[src/hdl/sha256_compression_top_defines.svh]
// assertion macros shared by the sha-256 compression block
// relies on i_clk and i_rst_n being present in the module that uses them
`ifndef SHA256_COMPRESSION_TOP_DEFINES_SVH
`define SHA256_COMPRESSION_TOP_DEFINES_SVH

// same-cycle implication, checked outside reset
`define SHA_ASSERT_NOW(label, ante, cons) \
    label: assert property (@(posedge i_clk) disable iff (!i_rst_n) (ante) |-> (cons)) \
        else $error("sha256 assertion failed");

// next-cycle implication, checked outside reset
`define SHA_ASSERT_NEXT(label, ante, cons) \
    label: assert property (@(posedge i_clk) disable iff (!i_rst_n) (ante) |=> (cons)) \
        else $error("sha256 assertion failed");

`endif

[src/hdl/sha256c_pkg.sv]
// shared types, constants and round functions of the sha-256 compression block
// no dependencies
package sha256c_pkg;

    typedef logic [31:0] t_word;

    localparam logic [3:0] LAST_WORD_IDX = 4'd15;
    localparam logic [5:0] LAST_ROUND    = 6'd63;
    localparam logic [2:0] LAST_DIGEST   = 3'd7;

    // commands from the controller to the datapath
    typedef struct packed {
        logic       load_word;
        logic       load_iv;
        logic       init_work;
        logic       round_en;
        logic [5:0] round_idx;
        logic       add_chain;
        logic [2:0] out_idx;
    } t_dp_cmd;

    function automatic t_word init_hash(input logic [2:0] idx);
        t_word v;
        unique case (idx)
            3'd0: v = 32'h6a09e667;
            3'd1: v = 32'hbb67ae85;
            3'd2: v = 32'h3c6ef372;
            3'd3: v = 32'ha54ff53a;
            3'd4: v = 32'h510e527f;
            3'd5: v = 32'h9b05688c;
            3'd6: v = 32'h1f83d9ab;
            3'd7: v = 32'h5be0cd19;
            default: v = '0;
        endcase
        return v;
    endfunction

    function automatic t_word round_const(input logic [5:0] idx);
        t_word k;
        unique case (idx)
            6'd0:  k = 32'h428a2f98;  6'd1:  k = 32'h71374491;
            6'd2:  k = 32'hb5c0fbcf;  6'd3:  k = 32'he9b5dba5;
            6'd4:  k = 32'h3956c25b;  6'd5:  k = 32'h59f111f1;
            6'd6:  k = 32'h923f82a4;  6'd7:  k = 32'hab1c5ed5;
            6'd8:  k = 32'hd807aa98;  6'd9:  k = 32'h12835b01;
            6'd10: k = 32'h243185be;  6'd11: k = 32'h550c7dc3;
            6'd12: k = 32'h72be5d74;  6'd13: k = 32'h80deb1fe;
            6'd14: k = 32'h9bdc06a7;  6'd15: k = 32'hc19bf174;
            6'd16: k = 32'he49b69c1;  6'd17: k = 32'hefbe4786;
            6'd18: k = 32'h0fc19dc6;  6'd19: k = 32'h240ca1cc;
            6'd20: k = 32'h2de92c6f;  6'd21: k = 32'h4a7484aa;
            6'd22: k = 32'h5cb0a9dc;  6'd23: k = 32'h76f988da;
            6'd24: k = 32'h983e5152;  6'd25: k = 32'ha831c66d;
            6'd26: k = 32'hb00327c8;  6'd27: k = 32'hbf597fc7;
            6'd28: k = 32'hc6e00bf3;  6'd29: k = 32'hd5a79147;
            6'd30: k = 32'h06ca6351;  6'd31: k = 32'h14292967;
            6'd32: k = 32'h27b70a85;  6'd33: k = 32'h2e1b2138;
            6'd34: k = 32'h4d2c6dfc;  6'd35: k = 32'h53380d13;
            6'd36: k = 32'h650a7354;  6'd37: k = 32'h766a0abb;
            6'd38: k = 32'h81c2c92e;  6'd39: k = 32'h92722c85;
            6'd40: k = 32'ha2bfe8a1;  6'd41: k = 32'ha81a664b;
            6'd42: k = 32'hc24b8b70;  6'd43: k = 32'hc76c51a3;
            6'd44: k = 32'hd192e819;  6'd45: k = 32'hd6990624;
            6'd46: k = 32'hf40e3585;  6'd47: k = 32'h106aa070;
            6'd48: k = 32'h19a4c116;  6'd49: k = 32'h1e376c08;
            6'd50: k = 32'h2748774c;  6'd51: k = 32'h34b0bcb5;
            6'd52: k = 32'h391c0cb3;  6'd53: k = 32'h4ed8aa4a;
            6'd54: k = 32'h5b9cca4f;  6'd55: k = 32'h682e6ff3;
            6'd56: k = 32'h748f82ee;  6'd57: k = 32'h78a5636f;
            6'd58: k = 32'h84c87814;  6'd59: k = 32'h8cc70208;
            6'd60: k = 32'h90befffa;  6'd61: k = 32'ha4506ceb;
            6'd62: k = 32'hbef9a3f7;  6'd63: k = 32'hc67178f2;
            default: k = '0;
        endcase
        return k;
    endfunction

    function automatic t_word rotr(input t_word x, input int n);
        return (x >> n) | (x << (32 - n));
    endfunction

    function automatic t_word big_sigma0(input t_word x);
        return rotr(x, 2) ^ rotr(x, 13) ^ rotr(x, 22);
    endfunction

    function automatic t_word big_sigma1(input t_word x);
        return rotr(x, 6) ^ rotr(x, 11) ^ rotr(x, 25);
    endfunction

    function automatic t_word small_sigma0(input t_word x);
        return rotr(x, 7) ^ rotr(x, 18) ^ (x >> 3);
    endfunction

    function automatic t_word small_sigma1(input t_word x);
        return rotr(x, 17) ^ rotr(x, 19) ^ (x >> 10);
    endfunction

endpackage

[src/hdl/sha256_compression_top.sv]
// sha-256 compression block, top level: controller plus datapath
// depends on sha256c_pkg, sha256c_ctrl and sha256c_dp
//
// usage
//   input channel: one padded big-endian message word per request
//   (i_message_word, i_start_of_message, i_end_of_message), taken when
//   i_valid is high and o_stall is low. start reloads the initial hash
//   value and restarts the word count; end only matters on word 16 of a block.
//   output channel: eight digest requests (o_digest_word, o_word_index,
//   o_last_word), taken when o_valid is high and i_stall is low.
//   timing
//   - words 1 to 15 of a block are taken one per cycle
//   - word 16 starts 64 rounds, one per cycle on the shared round logic,
//     then the add state adds the working variables into the chaining value;
//     o_stall stays high through the rounds and the add state
//   - with the end flag, the digest words are offered after the add state,
//     one word per cycle while i_stall is low; input stays stalled until
//     the eighth word is taken
//   a high i_stall holds the current digest word and index in place.
//   reset loads the initial hash value and clears the word count; the
//   schedule window holds no defined value until a full block was written.
module sha256_compression_top (
    input  logic        i_clk,
    input  logic        i_rst_n,
    input  logic        i_valid,
    output logic        o_stall,
    input  logic [31:0] i_message_word,
    input  logic        i_start_of_message,
    input  logic        i_end_of_message,
    output logic        o_valid,
    input  logic        i_stall,
    output logic [31:0] o_digest_word,
    output logic [2:0]  o_word_index,
    output logic        o_last_word
);
    import sha256c_pkg::*;

    // command bundle from the sequencer to the datapath
    t_dp_cmd w_cmd;

    // controller: counts words, steps the 64 rounds, walks out the digest
    sha256c_ctrl u_ctrl (
        .i_clk              (i_clk),
        .i_rst_n            (i_rst_n),
        .i_valid            (i_valid),
        .o_stall            (o_stall),
        .i_start_of_message (i_start_of_message),
        .i_end_of_message   (i_end_of_message),
        .o_valid            (o_valid),
        .i_stall            (i_stall),
        .o_word_index       (o_word_index),
        .o_last_word        (o_last_word),
        .o_cmd              (w_cmd)
    );

    // datapath: hash state, schedule window and one round per cycle
    sha256c_dp u_dp (
        .i_clk          (i_clk),
        .i_rst_n        (i_rst_n),
        .i_cmd          (w_cmd),
        .i_message_word (i_message_word),
        .o_digest_word  (o_digest_word)
    );

endmodule

[src/hdl/sha256c_dp.sv]
// datapath: chaining value, working variables, schedule shift window, round logic
// depends on sha256c_pkg
module sha256c_dp (
    input  logic                i_clk,
    input  logic                i_rst_n,
    input  sha256c_pkg::t_dp_cmd i_cmd,
    input  sha256c_pkg::t_word  i_message_word,
    output sha256c_pkg::t_word  o_digest_word
);
    import sha256c_pkg::*;

    t_word r_chain [8];
    t_word r_work  [8];
    t_word r_sched [16];

    t_word n_sched_new;
    t_word n_t1;
    t_word n_t2;
    t_word n_ch;
    t_word n_maj;

    // next schedule word, pushed at the tail each round
    assign n_sched_new = small_sigma1(r_sched[14]) + r_sched[9]
                       + small_sigma0(r_sched[1]) + r_sched[0];

    assign n_ch  = (r_work[4] & r_work[5]) ^ (~r_work[4] & r_work[6]);
    assign n_maj = (r_work[0] & r_work[1]) ^ (r_work[0] & r_work[2])
                 ^ (r_work[1] & r_work[2]);
    assign n_t1  = r_work[7] + big_sigma1(r_work[4]) + n_ch
                 + round_const(i_cmd.round_idx) + r_sched[0];
    assign n_t2  = big_sigma0(r_work[0]) + n_maj;

    always_ff @(posedge i_clk) begin
        if (!i_rst_n) begin
            for (int i = 0; i < 8; i++) begin
                r_chain[i] <= init_hash(3'(i));
            end
        end else if (i_cmd.load_iv) begin
            for (int i = 0; i < 8; i++) begin
                r_chain[i] <= init_hash(3'(i));
            end
        end else if (i_cmd.add_chain) begin
            for (int i = 0; i < 8; i++) begin
                r_chain[i] <= r_chain[i] + r_work[i];
            end
        end
    end

    always_ff @(posedge i_clk) begin
        if (!i_rst_n) begin
            for (int i = 0; i < 8; i++) begin
                r_work[i] <= '0;
            end
        end else if (i_cmd.init_work) begin
            for (int i = 0; i < 8; i++) begin
                r_work[i] <= r_chain[i];
            end
        end else if (i_cmd.round_en) begin
            r_work[7] <= r_work[6];
            r_work[6] <= r_work[5];
            r_work[5] <= r_work[4];
            r_work[4] <= r_work[3] + n_t1;
            r_work[3] <= r_work[2];
            r_work[2] <= r_work[1];
            r_work[1] <= r_work[0];
            r_work[0] <= n_t1 + n_t2;
        end
    end

    always_ff @(posedge i_clk) begin
        if (i_cmd.load_word) begin
            for (int i = 0; i < 15; i++) begin
                r_sched[i] <= r_sched[i + 1];
            end
            r_sched[15] <= i_message_word;
        end else if (i_cmd.round_en) begin
            for (int i = 0; i < 15; i++) begin
                r_sched[i] <= r_sched[i + 1];
            end
            r_sched[15] <= n_sched_new;
        end
    end

    assign o_digest_word = r_chain[i_cmd.out_idx];

endmodule

[src/hdl/sha256c_ctrl.sv]
// controller: word count, round sequencing and digest output sequencing
// depends on sha256c_pkg and sha256_compression_top_defines.svh
`include "sha256_compression_top_defines.svh"

module sha256c_ctrl (
    input  logic                 i_clk,
    input  logic                 i_rst_n,
    input  logic                 i_valid,
    output logic                 o_stall,
    input  logic                 i_start_of_message,
    input  logic                 i_end_of_message,
    output logic                 o_valid,
    input  logic                 i_stall,
    output logic [2:0]           o_word_index,
    output logic                 o_last_word,
    output sha256c_pkg::t_dp_cmd o_cmd
);
    import sha256c_pkg::*;

    typedef enum logic [1:0] {
        S_FILL,
        S_ROUND,
        S_ADD,
        S_OUT
    } t_state;

    t_state     r_state;
    logic [3:0] r_cnt;
    logic [5:0] r_round;
    logic [2:0] r_out_idx;
    logic       r_end;

    logic       n_accept;
    logic [3:0] n_widx;
    logic       n_block_done;
    logic       n_out_take;

    assign n_accept     = i_valid && (r_state == S_FILL);
    assign n_widx       = i_start_of_message ? 4'd0 : r_cnt;
    assign n_block_done = n_accept && (n_widx == LAST_WORD_IDX);
    assign n_out_take   = (r_state == S_OUT) && !i_stall;

    always_ff @(posedge i_clk) begin
        if (!i_rst_n) begin
            r_state   <= S_FILL;
            r_cnt     <= '0;
            r_round   <= '0;
            r_out_idx <= '0;
            r_end     <= 1'b0;
        end else begin
            unique case (r_state)
                S_FILL: begin
                    if (n_accept) begin
                        r_cnt <= n_widx + 4'd1;
                        if (n_block_done) begin
                            r_end   <= i_end_of_message;
                            r_state <= S_ROUND;
                        end
                    end
                end
                S_ROUND: begin
                    r_round <= r_round + 6'd1;
                    if (r_round == LAST_ROUND) begin
                        r_state <= S_ADD;
                    end
                end
                S_ADD: begin
                    r_out_idx <= '0;
                    r_state   <= r_end ? S_OUT : S_FILL;
                end
                S_OUT: begin
                    if (n_out_take) begin
                        r_out_idx <= r_out_idx + 3'd1;
                        if (r_out_idx == LAST_DIGEST) begin
                            r_state <= S_FILL;
                        end
                    end
                end
                default: r_state <= S_FILL;
            endcase
        end
    end

    assign o_stall      = (r_state != S_FILL);
    assign o_valid      = (r_state == S_OUT);
    assign o_word_index = r_out_idx;
    assign o_last_word  = (r_out_idx == LAST_DIGEST);

    always_comb begin
        o_cmd           = '0;
        o_cmd.load_word = n_accept;
        o_cmd.load_iv   = n_accept && i_start_of_message;
        o_cmd.init_work = n_block_done;
        o_cmd.round_en  = (r_state == S_ROUND);
        o_cmd.round_idx = r_round;
        o_cmd.add_chain = (r_state == S_ADD);
        o_cmd.out_idx   = r_out_idx;
    end

    `SHA_ASSERT_NEXT(a_round_to_add, (r_state == S_ROUND) && (r_round == LAST_ROUND), r_state == S_ADD)
    `SHA_ASSERT_NEXT(a_add_no_end, (r_state == S_ADD) && !r_end, (r_state == S_FILL) && (r_cnt == 4'd0))
    `SHA_ASSERT_NEXT(a_last_out_done, n_out_take && o_last_word, r_state == S_FILL)
    `SHA_ASSERT_NOW(a_round_idle_zero, r_state != S_ROUND, r_round == 6'd0)

endmodule
[config.mk]
export PLATFORM = sky130hd
export DESIGN_NAME = sha256_compression_top
export DESIGN_NICKNAME = d
export VERILOG_FILES = /design/src/hdl/sha256c_pkg.sv /design/src/hdl/sha256_compression_top.sv /design/src/hdl/sha256c_dp.sv /design/src/hdl/sha256c_ctrl.sv
export VERILOG_INCLUDE_DIRS = /design/src /design/src/hdl
export SDC_FILE = /design/constraint.sdc
export NUM_CORES = 2
export LEC_CHECK = 0
export BUFFER_PORTS_ARGS = -buffer_cell sky130_fd_sc_hd__clkbuf_2
export CAP_MARGIN = 20
export CORE_ASPECT_RATIO = 0.8
export CORE_UTILIZATION = 60
export DETAILED_ROUTE_END_ITERATION = 6
export HOLD_SLACK_MARGIN = 0.12
export PLACE_DENSITY_LB_ADDON = 0.08
export SETUP_SLACK_MARGIN = 0.05
export SLEW_MARGIN = 15
export SYNTH_ARGS = -nofsm -noshare
export SYNTH_HDL_FRONTEND = slang
export SYNTH_SLANG_ARGS = --single-unit
export TNS_END_PERCENT = 50
[constraint.sdc]
create_clock -name i_clk -period 41.7 [get_ports i_clk]
set_input_delay 4.17 -clock i_clk [delete_from_list [all_inputs] [get_ports i_clk]]
set_output_delay 4.17 -clock i_clk [all_outputs]
set_load 0.03 [all_outputs]
==> run_summary.xml <==
<?xml version="1.0" encoding="UTF-8"?>
<metrics>
  <group name="drt">
    <metric name="route.antenna.remaining_nets" unit="">0</metric>
    <metric name="initialDrtViolationCount" unit="">6765</metric>
    <metric name="routed_wirelength" unit="µm">213000</metric>
    <metric name="routed_wire_length_per_instance" unit="µm">29.3</metric>
    <metric name="first_pass_iters" unit="">7</metric>
    <metric name="drc_errors" unit="">0</metric>
    <metric name="routed_via_density" unit="">6.61</metric>
    <metric name="vias" unit="">48100</metric>
  </group>
  <group name="synthesis">
    <metric name="yosys.cell_count.top_type" unit="">sky130_fd_sc_hd__edfxtp_1</metric>
    <metric name="number_of_flops_mapped_to_enable_cells_by_yosys" unit="">928</metric>
    <metric name="top_cell_type_by_total_area_after_synthesis" unit="">sky130_fd_sc_hd__edfxtp_1</metric>
    <metric name="synth-seq-cells" unit="">1075</metric>
    <metric name="synth_largest_type_area_fraction" unit="%">42.4</metric>
    <metric name="yosys-top-cells-count" unit="">928 x sky130_fd_sc_hd__edfxtp_1, 473 x sky130_fd_sc_hd__nand2_1, 397 x sky130_fd_sc_hd__xnor2_1</metric>
    <metric name="syn-cell-area" unit="µm²">65700</metric>
    <metric name="leading_cell_types_by_total_area_after_synthesis" unit="">sky130_fd_sc_hd__edfxtp_1 42%, sky130_fd_sc_hd__ha_1 7.5%, sky130_fd_sc_hd__fa_1 5.9%</metric>
    <metric name="synthesis.yosys.warnings" unit="">0</metric>
    <metric name="syn-num-nets" unit="">6401</metric>
    <metric name="syn-instance-count" unit="">5776</metric>
    <metric name="synthArstFlopShare" unit="%">0</metric>
    <metric name="synth_cell_types" unit="">95</metric>
    <metric name="avgSynthCellArea" unit="µm²">11.4</metric>
    <metric name="yosys_most_used_dff" unit="">sky130_fd_sc_hd__edfxtp_1</metric>
    <metric name="ys_seq_area_share" unit="%">46.9</metric>
  </group>
  <group name="global_route">
    <metric name="grt_start_max_net_pins" unit="">177</metric>
    <metric name="globalRouteTotalUtil" unit="%">38.2</metric>
    <metric name="globalRoute.totalOverflow" unit="">0</metric>
    <metric name="wire_length_of_the_first_global_routing_pass" unit="µm">306000</metric>
    <metric name="grt_antenna_before_repair" unit="">8</metric>
    <metric name="vias_in_the_first_global_route" unit="">44000</metric>
  </group>
  <group name="die">
    <metric name="row_count" unit="">108</metric>
    <metric name="ios" unit="">76</metric>
    <metric name="chipWidth" unit="µm">372</metric>
    <metric name="design.core.area" unit="µm²">109000</metric>
    <metric name="start_util" unit="%">60.6</metric>
    <metric name="die_area" unit="µm²">111000</metric>
    <metric name="die_y" unit="µm">298</metric>
  </group>
  <group name="clocking">
    <metric name="cts.repair.resized" unit="">0</metric>
    <metric name="worstSkewPairLatency" unit="ps">770</metric>
    <metric name="cts_setup_buffers" unit="">0</metric>
    <metric name="cts_sinks" unit="">1075</metric>
    <metric name="cts_buffers" unit="">106</metric>
    <metric name="clock_tree.htree_level_count" unit="">3</metric>
    <metric name="cts_buffer_depth" unit="">3</metric>
    <metric name="worst_setup_hold_path_clk_slew" unit="ps">60</metric>
    <metric name="clock_tree_from_tritoncts" unit="">done</metric>
    <metric name="cts.hold.buffers_added" unit="">0</metric>
    <metric name="clockRootBuffer" unit="">sky130_fd_sc_hd__clkbuf_16</metric>
  </group>
  <group name="setup_path">
    <metric name="setup.worst_path.start_class" unit="">flop</metric>
    <metric name="rrSetupSlack" unit="ps">33050</metric>
    <metric name="crit_slowest_cell" unit="">sky130_fd_sc_hd__o41ai_1</metric>
    <metric name="cp_common_cell" unit="">sky130_fd_sc_hd__fa_1</metric>
    <metric name="crit-reg2reg-capture" unit="">u_dp.r_work[0][31]</metric>
    <metric name="category_of_cells_accounting_for_the_largest_share_of_critical_path_delay" unit="">adder cells</metric>
    <metric name="criticalPathCategory" unit="">flop to flop</metric>
    <metric name="end_kind" unit="">flop</metric>
    <metric name="bufs_and_invs_on_worst_path" unit="">3</metric>
    <metric name="timing.critical_path.required" unit="ps">42180</metric>
    <metric name="critical_path.max_stage_delay" unit="ps">1030</metric>
    <metric name="worstReg2RegStart" unit="">u_dp.r_work[0][135]</metric>
    <metric name="cp_data_arrival_time" unit="ps">9130</metric>
    <metric name="timing.reg2reg.worst_path_depth" unit="">29</metric>
    <metric name="crit_fanout" unit="">6</metric>
  </group>
  <group name="timing">
    <metric name="fmaxAchievable" unit="MHz">116</metric>
    <metric name="final-hold-violation-count" unit="">0</metric>
    <metric name="setup_viol" unit="">0</metric>
    <metric name="timing.clock.skew" unit="ps">54.4</metric>
    <metric name="setup_total_negative_slack" unit="ps">0</metric>
    <metric name="min_period_over_period" unit="%">20.8</metric>
    <metric name="finalWorstPathRequiredPeriod" unit="ps">8650</metric>
    <metric name="final.setup.worst_slack" unit="ps">33050</metric>
    <metric name="relSlewSlack" unit="%">20.6</metric>
    <metric name="fin_worst_hold_slack" unit="ps">375</metric>
    <metric name="unrepaired_setup_endpoints_after_global_routing" unit="">false</metric>
    <metric name="tightest_slew" unit="ps">1180</metric>
    <metric name="report.final.slew_viol_count" unit="">0</metric>
  </group>
  <group name="pwr">
    <metric name="cellLeakagePower" unit="nW">28.0</metric>
    <metric name="power.switching" unit="mW">1.67</metric>
    <metric name="max-vdd-ir-drop" unit="V">0.0000784</metric>
    <metric name="cellPowerDensity" unit="nW/µm²">58.4</metric>
    <metric name="clockPowerShare" unit="%">24.4</metric>
    <metric name="power_internal" unit="mW">2.49</metric>
    <metric name="power_frac_seq" unit="%">32.4</metric>
    <metric name="comb_power_share" unit="%">43.2</metric>
    <metric name="switching_share" unit="%">40.1</metric>
  </group>
  <group name="cells_and_area">
    <metric name="post-route-util" unit="%">65.5</metric>
    <metric name="fin_nets" unit="">6377</metric>
    <metric name="final_layout_size_suffix_gt1_share" unit="%">8.42</metric>
    <metric name="syn_to_final_growth" unit="%">8.17</metric>
    <metric name="design_area" unit="µm²">71100</metric>
  </group>
  <group name="place">
    <metric name="half_perimeter_wire_length_of_the_detailed_placement_result" unit="µm">161000</metric>
    <metric name="port-buffer-count" unit="">75</metric>
    <metric name="dp_slack" unit="ps">32540</metric>
    <metric name="finalWeightedCongestion" unit="">1.03</metric>
    <metric name="dpl-instance-area" unit="µm²">67400</metric>
  </group>
  <group name="worst_hold_path">
    <metric name="worst_hold_path_type" unit="">flop to flop</metric>
    <metric name="min-delay-start" unit="">u_dp.r_sched[0][210]</metric>
    <metric name="whs_endpoint" unit="">u_dp.r_sched[0][178]</metric>
    <metric name="worstHoldPathCells" unit="">0</metric>
  </group>
  <group name="job">
    <metric name="timing.max_cap.violations" unit="">0</metric>
  </group>
  <group name="status">
    <metric name="outcome" unit="">finished clean</metric>
  </group>
</metrics>
cell usage in the layout, fill, tap and decap left out, types with 106 or more instances in the layout:
cell type and instances:
sky130_fd_sc_hd__edfxtp_1 928, sky130_fd_sc_hd__nand2_1 469, sky130_fd_sc_hd__xnor2_1 397, sky130_fd_sc_hd__ha_1 392, sky130_fd_sc_hd__a21oi_1 361, sky130_fd_sc_hd__nor2_1 321, sky130_fd_sc_hd__o21ai_0 316, sky130_fd_sc_hd__inv_1 289
sky130_fd_sc_hd__fa_1 195, sky130_fd_sc_hd__a21o_1 164, sky130_fd_sc_hd__xor2_1 158, sky130_fd_sc_hd__dfxtp_1 145, sky130_fd_sc_hd__a22o_1 138, sky130_fd_sc_hd__clkbuf_16 106
flip-flops by register name, summed over array words and instances, names as in the netlist, named ones only:
name and cells:
u_ctrl.o_word_index 3, u_dp.r_chain 256, u_ctrl.r_end 1, u_dp.r_sched 512, u_dp.r_work 256, u_ctrl.r_round 6, u_ctrl.r_state 2, u_ctrl.r_cnt 4
routing by layer:
metal	share of wire [%]	vias to the layer above	GRT usage (%)	wire length, µm
met2	38	2828	48.1	80600
met4	2.8	10	9.43	5940
met5	0.036	-	0	76
met3	14	288	14.0	29900
li1	-	21200	-	-
met1	45	23800	60.9	96900
through the flow:
step / power, mW / std cells
2_1_floorplan: 2.48 / 5776
4_1_cts: 4.07 / 7273
3_5_place_dp: 3.05 / 7072
6_report: 4.16 / 7279
5_1_grt: 4.32 / 7275
3_3_place_gp: 3.04 / 7072
power by group through the flow:
stage | Clock [mW] | Combinational [mW] | Sequential (mW)
3_3_place_gp | 0 | 1.68 | 1.36
4_1_cts | 1.02 | 1.70 | 1.34
5_1_grt | 1.06 | 1.91 | 1.35
6_report | 1.01 | 1.79 | 1.35
3_5_place_dp | 0 | 1.69 | 1.36
2_1_floorplan | 0 | 1.14 | 1.33
kinds of logic after synthesis:
family                     Yosys count  synth area share, %
and+or+nand+nor                   1248                 8.67
AOI/OAI and AO/OA                 1525                 15.7
xor gates and xnor gates           555                 7.40
DFF                               1075                 46.9
muxes                              198                 4.36
buffers and inverters              565                 3.25
adders and majority gates          610                 13.8
worst reg2reg max path: cells and delay by family (launching register included):
family | cells | cell delay, ps
flops | 1 | 580
fa+ha+maj | 7 | 2810
buf+inv | 3 | 200
mux | 1 | 200
simple gates | 5 | 860
xor+xnor | 4 | 990
compound gates | 9 | 2730
final cells by class:
cell class,instances,area (µm²)
Antenna cell,4,10.0
Multi-Input combinational cell,4136,32800
Fill cell,8317,37400
Clock inverter,65,808
Sequential cell,1075,30800
Inverter,293,1100
Tap cell,1430,1790
Timing Repair Buffer,140,878
Clock buffer,136,2850
worst max path at each step:
stage               depth (start not counted)                   end                start  slack (ps)
CTS                                        35    u_dp.r_work[0][31]  u_dp.r_work[0][135]       33230
global placement                            7  u_dp.r_sched[0][105]              i_valid       32580
global route                               35    u_dp.r_work[0][31]  u_dp.r_work[0][135]       32610
detailed placement                          7  u_dp.r_sched[0][105]              i_valid       32540
floorplan                                   3    u_dp.r_sched[0][0]              i_valid       25130
finish                                     29    u_dp.r_work[0][31]  u_dp.r_work[0][135]       33050
Note: power is estimated with default switching activity, not from simulation.
